[config.mk]
export PLATFORM = sky130hd
export DESIGN_NAME = ttl_name_cache_table
export DESIGN_NICKNAME = d
export VERILOG_FILES = /design/src/rtl/core/tnct_pkg.sv /design/src/rtl/core/ttl_name_cache_table.sv /design/src/rtl/core/tnct_store.sv
export SDC_FILE = /design/constraint.sdc
export NUM_CORES = 2
export LEC_CHECK = 0
export ABC_CLOCK_PERIOD_IN_PS = 11340
export BUFFER_PORTS_ARGS = -buffer_cell sky130_fd_sc_hd__buf_2
export CAP_MARGIN = 20
export CORE_ASPECT_RATIO = 0.5
export CORE_MARGIN = 2
export CORE_UTILIZATION = 40
export CTS_BUF_LIST = sky130_fd_sc_hd__clkbuf_8 sky130_fd_sc_hd__clkbuf_16
export DETAILED_ROUTE_END_ITERATION = 10
export SLEW_MARGIN = 20
export SYNTH_ARGS = -nofsm -noshare
export SYNTH_HDL_FRONTEND = slang
export SYNTH_HIERARCHICAL = 1
export SYNTH_SLANG_ARGS = --single-unit
[constraint.sdc]
create_clock -name i_clk -period 11.34 [get_ports i_clk]
set_input_delay 1.134 -clock i_clk [delete_from_list [all_inputs] [get_ports i_clk]]
set_output_delay 1.134 -clock i_clk [all_outputs]
set_load 0.005 [all_outputs]
[src/rtl/core/tnct_pkg.sv]
// ----------------------------------------------------------------------------
// tnct_pkg
// Shared types and request codes for the name cache table with TTL aging.
// ----------------------------------------------------------------------------
package tnct_pkg;

    localparam logic [1:0] REQ_LOOKUP = 2'd0;
    localparam logic [1:0] REQ_INSERT = 2'd1;
    localparam logic [1:0] REQ_TICK   = 2'd2;

    typedef struct packed {
        logic [63:0] key;
        logic [31:0] addr;
        logic [31:0] ttl;
    } t_entry;

    typedef struct packed {
        logic mem_we;
        logic live_we;
        logic live_d;
    } t_wr_ctl;

    typedef enum logic [3:0] {
        S_IDLE  = 4'b0001,
        S_SCAN  = 4'b0010,
        S_WRITE = 4'b0100,
        S_DONE  = 4'b1000
    } t_state;

endpackage

[src/rtl/core/ttl_name_cache_table.sv]
// ----------------------------------------------------------------------------
// ttl_name_cache_table
// Cache of name keys to IPv4 addresses with lookup, insert and TTL aging.
// ----------------------------------------------------------------------------
// Requests arrive on the input channel (i_in_valid / o_in_ready) and each
// one yields exactly one result on the output channel (o_out_valid /
// i_out_ready). A request is a lookup, an insert or an aging tick; code 3
// is ignored and returns an all-zero result. Every lookup, insert or tick
// sweeps the whole entry memory through its single read port, one slot
// per cycle; an insert then writes its chosen slot after the sweep. The
// next request can be taken in the same cycle as its result enters the
// output register.
// Ticks write back decremented TTLs during the sweep itself.
// One request is in progress at a time; a new request is taken as soon as
// the previous result sits in the output register, even if it is stalled.
// A result waits in the output register until the receiver takes it.
// Reset clears the slot occupancy flags at once, so every slot is free in
// the first cycle after reset and no clearing pass is needed.
// ----------------------------------------------------------------------------
module ttl_name_cache_table
    import tnct_pkg::*;
#(
    parameter int TABLE_DEPTH = 16
) (
    input  logic        i_clk,
    input  logic        i_rst_n,
    input  logic        i_in_valid,
    output logic        o_in_ready,
    input  logic [1:0]  i_req_type,
    input  logic [63:0] i_name_key,
    input  logic [31:0] i_addr_in,
    input  logic [31:0] i_ttl_in,
    output logic        o_out_valid,
    input  logic        i_out_ready,
    output logic        o_hit,
    output logic [31:0] o_addr_out,
    output logic [3:0]  o_slot,
    output logic        o_evicted,
    output logic [4:0]  o_freed_count
);

    localparam int IDX_W = (TABLE_DEPTH > 1) ? $clog2(TABLE_DEPTH) : 1;
    localparam int CNT_W = $clog2(TABLE_DEPTH + 1);
    localparam logic [IDX_W-1:0] LAST_IDX = IDX_W'(TABLE_DEPTH - 1);

    t_state             r_state;
    t_state             n_state;
    logic [1:0]         r_req;
    logic [63:0]        r_key;
    logic [31:0]        r_addr;
    logic [31:0]        r_ttl;
    logic [IDX_W-1:0]   r_rd_idx;
    logic               r_issue;
    logic               r_dv;
    logic [IDX_W-1:0]   r_dv_idx;
    logic               r_hit;
    logic [IDX_W-1:0]   r_hit_idx;
    logic [31:0]        r_hit_addr;
    logic               r_free_found;
    logic [IDX_W-1:0]   r_free_idx;
    logic               r_vic_set;
    logic [IDX_W-1:0]   r_vic_idx;
    logic [31:0]        r_vic_ttl;
    logic [CNT_W-1:0]   r_freed;
    logic [IDX_W-1:0]   r_tgt;
    logic               r_evict;
    logic               r_out_valid;
    logic               r_o_hit;
    logic [31:0]        r_o_addr;
    logic [3:0]         r_o_slot;
    logic               r_o_evicted;
    logic [4:0]         r_o_freed;

    t_entry             w_rd_entry;
    logic               w_rd_live;
    t_wr_ctl            w_wr_ctl;
    logic [IDX_W-1:0]   w_wr_idx;
    t_entry             w_wr_entry;
    logic               w_accept;
    logic               w_proc;
    logic               w_last;
    logic               w_out_free;
    logic               w_tick_free;

    tnct_store #(
        .DEPTH (TABLE_DEPTH),
        .IDX_W (IDX_W)
    ) u_store (
        .i_clk      (i_clk),
        .i_rst_n    (i_rst_n),
        .i_rd_en    (r_issue),
        .i_rd_idx   (r_rd_idx),
        .o_rd_entry (w_rd_entry),
        .o_rd_live  (w_rd_live),
        .i_wr_ctl   (w_wr_ctl),
        .i_wr_idx   (w_wr_idx),
        .i_wr_entry (w_wr_entry)
    );

    assign o_in_ready  = (r_state == S_IDLE);
    assign w_accept    = i_in_valid && o_in_ready;
    assign w_proc      = (r_state == S_SCAN) && r_dv;
    assign w_last      = w_proc && (r_dv_idx == LAST_IDX);
    assign w_out_free  = !r_out_valid || i_out_ready;
    assign w_tick_free = w_rd_live && (w_rd_entry.ttl <= 32'd1);

    always_comb begin
        w_wr_ctl   = '0;
        w_wr_idx   = r_dv_idx;
        w_wr_entry = w_rd_entry;
        if (w_proc && (r_req == REQ_TICK) && w_rd_live) begin
            w_wr_entry.ttl   = w_rd_entry.ttl - 32'd1;
            w_wr_ctl.mem_we  = !w_tick_free;
            w_wr_ctl.live_we = w_tick_free;
            w_wr_ctl.live_d  = 1'b0;
        end else if (r_state == S_WRITE) begin
            w_wr_idx         = r_tgt;
            w_wr_entry.key   = r_key;
            w_wr_entry.addr  = r_addr;
            w_wr_entry.ttl   = r_ttl;
            w_wr_ctl.mem_we  = 1'b1;
            w_wr_ctl.live_we = 1'b1;
            w_wr_ctl.live_d  = (r_addr != 32'd0);
        end
    end

    always_comb begin
        n_state = r_state;
        unique case (r_state)
            S_IDLE: begin
                if (w_accept) begin
                    if (i_req_type == REQ_LOOKUP || i_req_type == REQ_INSERT ||
                        i_req_type == REQ_TICK) begin
                        n_state = S_SCAN;
                    end else begin
                        n_state = S_DONE;
                    end
                end
            end
            S_SCAN: begin
                if (w_last) begin
                    n_state = (r_req == REQ_INSERT) ? S_WRITE : S_DONE;
                end
            end
            S_WRITE: begin
                n_state = S_DONE;
            end
            S_DONE: begin
                if (w_out_free) begin
                    n_state = S_IDLE;
                end
            end
            default: begin
                n_state = S_IDLE;
            end
        endcase
    end

    always_ff @(posedge i_clk) begin
        if (!i_rst_n) begin
            r_state     <= S_IDLE;
            r_issue     <= 1'b0;
            r_dv        <= 1'b0;
            r_out_valid <= 1'b0;
        end else begin
            r_state <= n_state;
            r_dv    <= r_issue;
            if (w_accept) begin
                r_issue <= (n_state == S_SCAN);
            end else if (r_issue && (r_rd_idx == LAST_IDX)) begin
                r_issue <= 1'b0;
            end
            if (r_state == S_DONE && w_out_free) begin
                r_out_valid <= 1'b1;
            end else if (i_out_ready) begin
                r_out_valid <= 1'b0;
            end
        end
    end

    always_ff @(posedge i_clk) begin
        r_dv_idx <= r_rd_idx;
        if (w_accept) begin
            r_req        <= i_req_type;
            r_key        <= i_name_key;
            r_addr       <= i_addr_in;
            r_ttl        <= i_ttl_in;
            r_rd_idx     <= '0;
            r_hit        <= 1'b0;
            r_hit_idx    <= '0;
            r_hit_addr   <= '0;
            r_free_found <= 1'b0;
            r_free_idx   <= '0;
            r_vic_set    <= 1'b0;
            r_vic_idx    <= '0;
            r_vic_ttl    <= '0;
            r_freed      <= '0;
            r_tgt        <= '0;
            r_evict      <= 1'b0;
        end else begin
            if (r_issue) begin
                r_rd_idx <= r_rd_idx + IDX_W'(1);
            end
            if (w_proc) begin
                case (r_req)
                    REQ_LOOKUP: begin
                        if (!r_hit && w_rd_live && (w_rd_entry.key == r_key)) begin
                            r_hit      <= 1'b1;
                            r_hit_idx  <= r_dv_idx;
                            r_hit_addr <= w_rd_entry.addr;
                        end
                    end
                    REQ_INSERT: begin
                        if (!r_free_found) begin
                            if (!w_rd_live) begin
                                r_free_found <= 1'b1;
                                r_free_idx   <= r_dv_idx;
                            end else if (!r_vic_set || (w_rd_entry.ttl < r_vic_ttl)) begin
                                r_vic_set <= 1'b1;
                                r_vic_idx <= r_dv_idx;
                                r_vic_ttl <= w_rd_entry.ttl;
                            end
                        end
                    end
                    REQ_TICK: begin
                        if (w_tick_free) begin
                            r_freed <= r_freed + CNT_W'(1);
                        end
                    end
                    default: begin
                    end
                endcase
            end
            if (w_last && (r_req == REQ_INSERT)) begin
                if (r_free_found) begin
                    r_tgt   <= r_free_idx;
                    r_evict <= 1'b0;
                end else if (!w_rd_live) begin
                    r_tgt   <= r_dv_idx;
                    r_evict <= 1'b0;
                end else if (!r_vic_set || (w_rd_entry.ttl < r_vic_ttl)) begin
                    r_tgt   <= r_dv_idx;
                    r_evict <= 1'b1;
                end else begin
                    r_tgt   <= r_vic_idx;
                    r_evict <= 1'b1;
                end
            end
        end
        if (r_state == S_DONE && w_out_free) begin
            r_o_hit     <= r_hit;
            r_o_addr    <= r_hit_addr;
            r_o_slot    <= (r_req == REQ_INSERT) ? 4'(r_tgt) : 4'(r_hit_idx);
            r_o_evicted <= r_evict;
            r_o_freed   <= 5'(r_freed);
        end
    end

    assign o_out_valid   = r_out_valid;
    assign o_hit         = r_o_hit;
    assign o_addr_out    = r_o_addr;
    assign o_slot        = r_o_slot;
    assign o_evicted     = r_o_evicted;
    assign o_freed_count = r_o_freed;

endmodule

[src/rtl/core/tnct_store.sv]
// ----------------------------------------------------------------------------
// tnct_store
// Entry memory with one registered read port and one write port, plus a
// flip-flop per slot that marks the slot as holding a nonzero address.
// ----------------------------------------------------------------------------
module tnct_store
    import tnct_pkg::*;
#(
    parameter int DEPTH = 16,
    parameter int IDX_W = 4
) (
    input  logic             i_clk,
    input  logic             i_rst_n,
    input  logic             i_rd_en,
    input  logic [IDX_W-1:0] i_rd_idx,
    output t_entry           o_rd_entry,
    output logic             o_rd_live,
    input  t_wr_ctl          i_wr_ctl,
    input  logic [IDX_W-1:0] i_wr_idx,
    input  t_entry           i_wr_entry
);

    t_entry             r_mem [DEPTH];
    logic [DEPTH-1:0]   r_live;
    t_entry             r_rd_entry;
    logic               r_rd_live;

    always_ff @(posedge i_clk) begin
        if (i_wr_ctl.mem_we) begin
            r_mem[i_wr_idx] <= i_wr_entry;
        end
        if (i_rd_en) begin
            r_rd_entry <= r_mem[i_rd_idx];
            r_rd_live  <= r_live[i_rd_idx];
        end
    end

    always_ff @(posedge i_clk) begin
        if (!i_rst_n) begin
            r_live <= '0;
        end else if (i_wr_ctl.live_we) begin
            r_live[i_wr_idx] <= i_wr_ctl.live_d;
        end
    end

    assign o_rd_entry = r_rd_entry;
    assign o_rd_live  = r_rd_live;

endmodule
==> impl_results.md <==
- CP Max Fanout: 95
- Min Clock Period, post-route: 5370 ps
- CTS Hold Bufs: 0
- Setup_tns: 0 ps
- Most frequent cell after synthesis: edfxtp_1
- Fin util: 45.2%
- Setup WS post-layout: 5970 ps
- RSZ-0062 raised after global routing: no
- Synth cell types: 73
- TritonCTS clock tree: done
- Yosys reg bits: 2470
- Top post-synthesis cells by area: edfxtp_1 74%, mux4_2 13%, dfxtp_1 2.5%
- Worst r2r src: r_state[2]$_SDFF_PN0_
- Hold Vio Cnt, Final: 0
- IO buf count: 178
- Layout Cells excl Fill: 8221
- Total Wirelength: 233000 µm
- Detail Route Antenna Nets: 0
- FFs w/ async S/R, synth: 0%
- Total Power: 20.0 mW
- Ys Warns: 6
- Post-synth top area share: 74.2%
- Peak Freq: 186 MHz
- Clock Latency Late Sink: 860 ps
- Initial antenna violation count: 10
- Hold Crit Class: reg2reg
- Drt wl/cell: 28.3 µm
- Syn_nets: 4823
- DR iter-0 viols: 5671
- Deepest clock path buffer count: 4
- Reg area: 0.0730 mm²
- Synth Cell Area: 0.0951 mm²
- Startpoint types: register
- Post-cts sizing count: 0
- Peak supply drop: 0.000173 V
- Top cells by count, synth: 2350 x edfxtp_1, 564 x mux4_2, 375 x nand2_1
- Crit Path Category: reg2reg
- Slowest library cell on the worst path: nor2_4
- Vias: 46700
- Reg clk slew, reported paths: 70 ps
- Placed cell areas: 0.0999 mm²
- Slew @ Worst Pin: 1110 ps
- Outcome: complete, no violations
- CTS Sinks: 2470
- Pin count of the biggest net entering global routing: 129
- Vias per cell: 5.68
- Multi-input combinational cell area: 0.0210 mm²
- PwrDens: 187 mW/mm²
- H-tree levels: 4
- Area Overhead vs Synth: 12.3%
- Post-synthesis sequential area ratio: 76.7%
- Critical path launch point: r_state[2]$_SDFF_PN0_
- Clk root buf: clkbuf_16
- Post-place setup slack: 5920 ps
- Main synth FF type: edfxtp_1
- Post-DP HPWL: 123000 µm
- Layout cell share with drive strength beyond 1: 23.5%
- Crit path DAT: 5820 ps
- GPL Wtd Cong: 0.808
- EDFF count, synth: 2350
- Core area: 0.236 mm²
- Grt total ovfl: 0
- Final net count: 5078
- Relative slew slack: 26.1%
- Synth Instances: 4654
- Setup Fix Bufs, Post-CTS: 0
- Die width: 694 µm
- Fillers: 19700
- I/O pin cnt: 179
- HP Start: r_hit_addr[3]$_SDFFE_PP0P_
- Cell Chain, Critical Path: nor4b_2 -> buf_12 -> nand2_1 -> o21ai_0 -> nand2_1 -> nor2_4 -> buf_4 -> buf_4
- DRC violations left: 0
- Slowest stage delay, CP: 930 ps
- CP Capture Type: register
- Vias in the first global route: 47600
- Die H: 349 µm
- Initial Util: 40.3%
- Mean post-synth cell area: 20.4 µm²
- Max-slew violations: 0
- Lkg Pwr: 33.0 nW
- Drt pass-1 iters: 6
- First-pass GRT wire length: 336000 µm
- TritonCTS buffer count: 224
- # rows: 126
- Final setup violation count: 0
- Placed insts: 7815
- Hold WS: 425 ps
- Max Cap Viol: 0
- Final instance area: 0.107 mm²
- Die area: 0.242 mm²
- Period utilization: 47.3%
- CP required: 11790 ps
- Clock Skews: 52.7 ps
- GRT Total Usage: 18.9%
- Area leader, netlist: edfxtp_1
-- power breakdown --
group	switching [mW]	internal, mW
Clock	3.25	4.04
Combinational	1.19	1.08
Sequential	0.151	10.3
Total	4.59	15.4
-- final timing paths --
path | end | slack, ps | cells past startpoint
min reg2reg | o_addr_out[3]$_DFFE_PP_ | 430 | 0
min | o_addr_out[3]$_DFFE_PP_ | 430 | 0
max reg2reg | u_store/r_mem[3][2]$_DFFE_PP_ | 5970 | 8
max | u_store/r_mem[3][2]$_DFFE_PP_ | 5970 | 8
-- state kept, by name, summed over array words and instances, names as in the netlist, 5 cells and up --
register	cells
o_addr_out	32
o_freed_count	5
r_addr	32
r_freed	5
r_hit_addr	32
r_key	64
r_ttl	32
r_vic_ttl	32
u_store/o_rd_entry	128
u_store/r_live	16
u_store/r_mem	2048
-- worst max-delay path, delay by kind of cell (launching register included) --
family | cells | cell delay, ps
buffers and inverters | 3 | 2030
AND/OR/NAND/NOR | 4 | 1940
flip-flops | 1 | 510
AO/OA/AOI/OAI | 1 | 370
-- final cells by class --
cell class / instances / share of cell area (%)
Clock buffer: 231 / 5.37
Antenna cell: 5 / 0.0117
Timing Repair Buffer: 274 / 1.69
Tap cell: 3136 / 3.67
Multi-Input combinational cell: 1892 / 19.7
Clock inverter: 166 / 1.10
Sequential cell: 2470 / 68.3
Inverter: 47 / 0.177
-- routing by layer --
metal	up-vias	part of all wire (%)	wire (µm)	GRT usage (%)
li1	19600	-	-	-
met1	25100	43	99800	26.8
met2	1729	49	113000	31.3
met3	289	6.3	14700	2.46
met4	10	2.2	5030	4.59
met5	-	0.028	66	0
-- cell usage in the layout (no fill, tap or decap), types with 65 or more instances in the layout --
cell type	count
o21ai_0	65
a21oi_1	134
mux4_2	564
inv_1	92
mux2i_1	105
buf_4	76
buf_2	178
nand3_1	81
clkbuf_16	227
dfxtp_1	115
nand2_1	375
edfxtp_1	2350
-- cell families after synthesis --
group | Yosys count | synth area share, %
DFF | 2470 | 76.7
adders and majority gates | 35 | 0.460
buffers and inverters | 292 | 1.46
AOI/OAI and AO/OA | 401 | 2.69
muxes | 673 | 14.5
and+or+nand+nor | 714 | 3.57
xor gates and xnor gates | 69 | 0.635
Note: power is estimated with default switching activity, not from simulation.
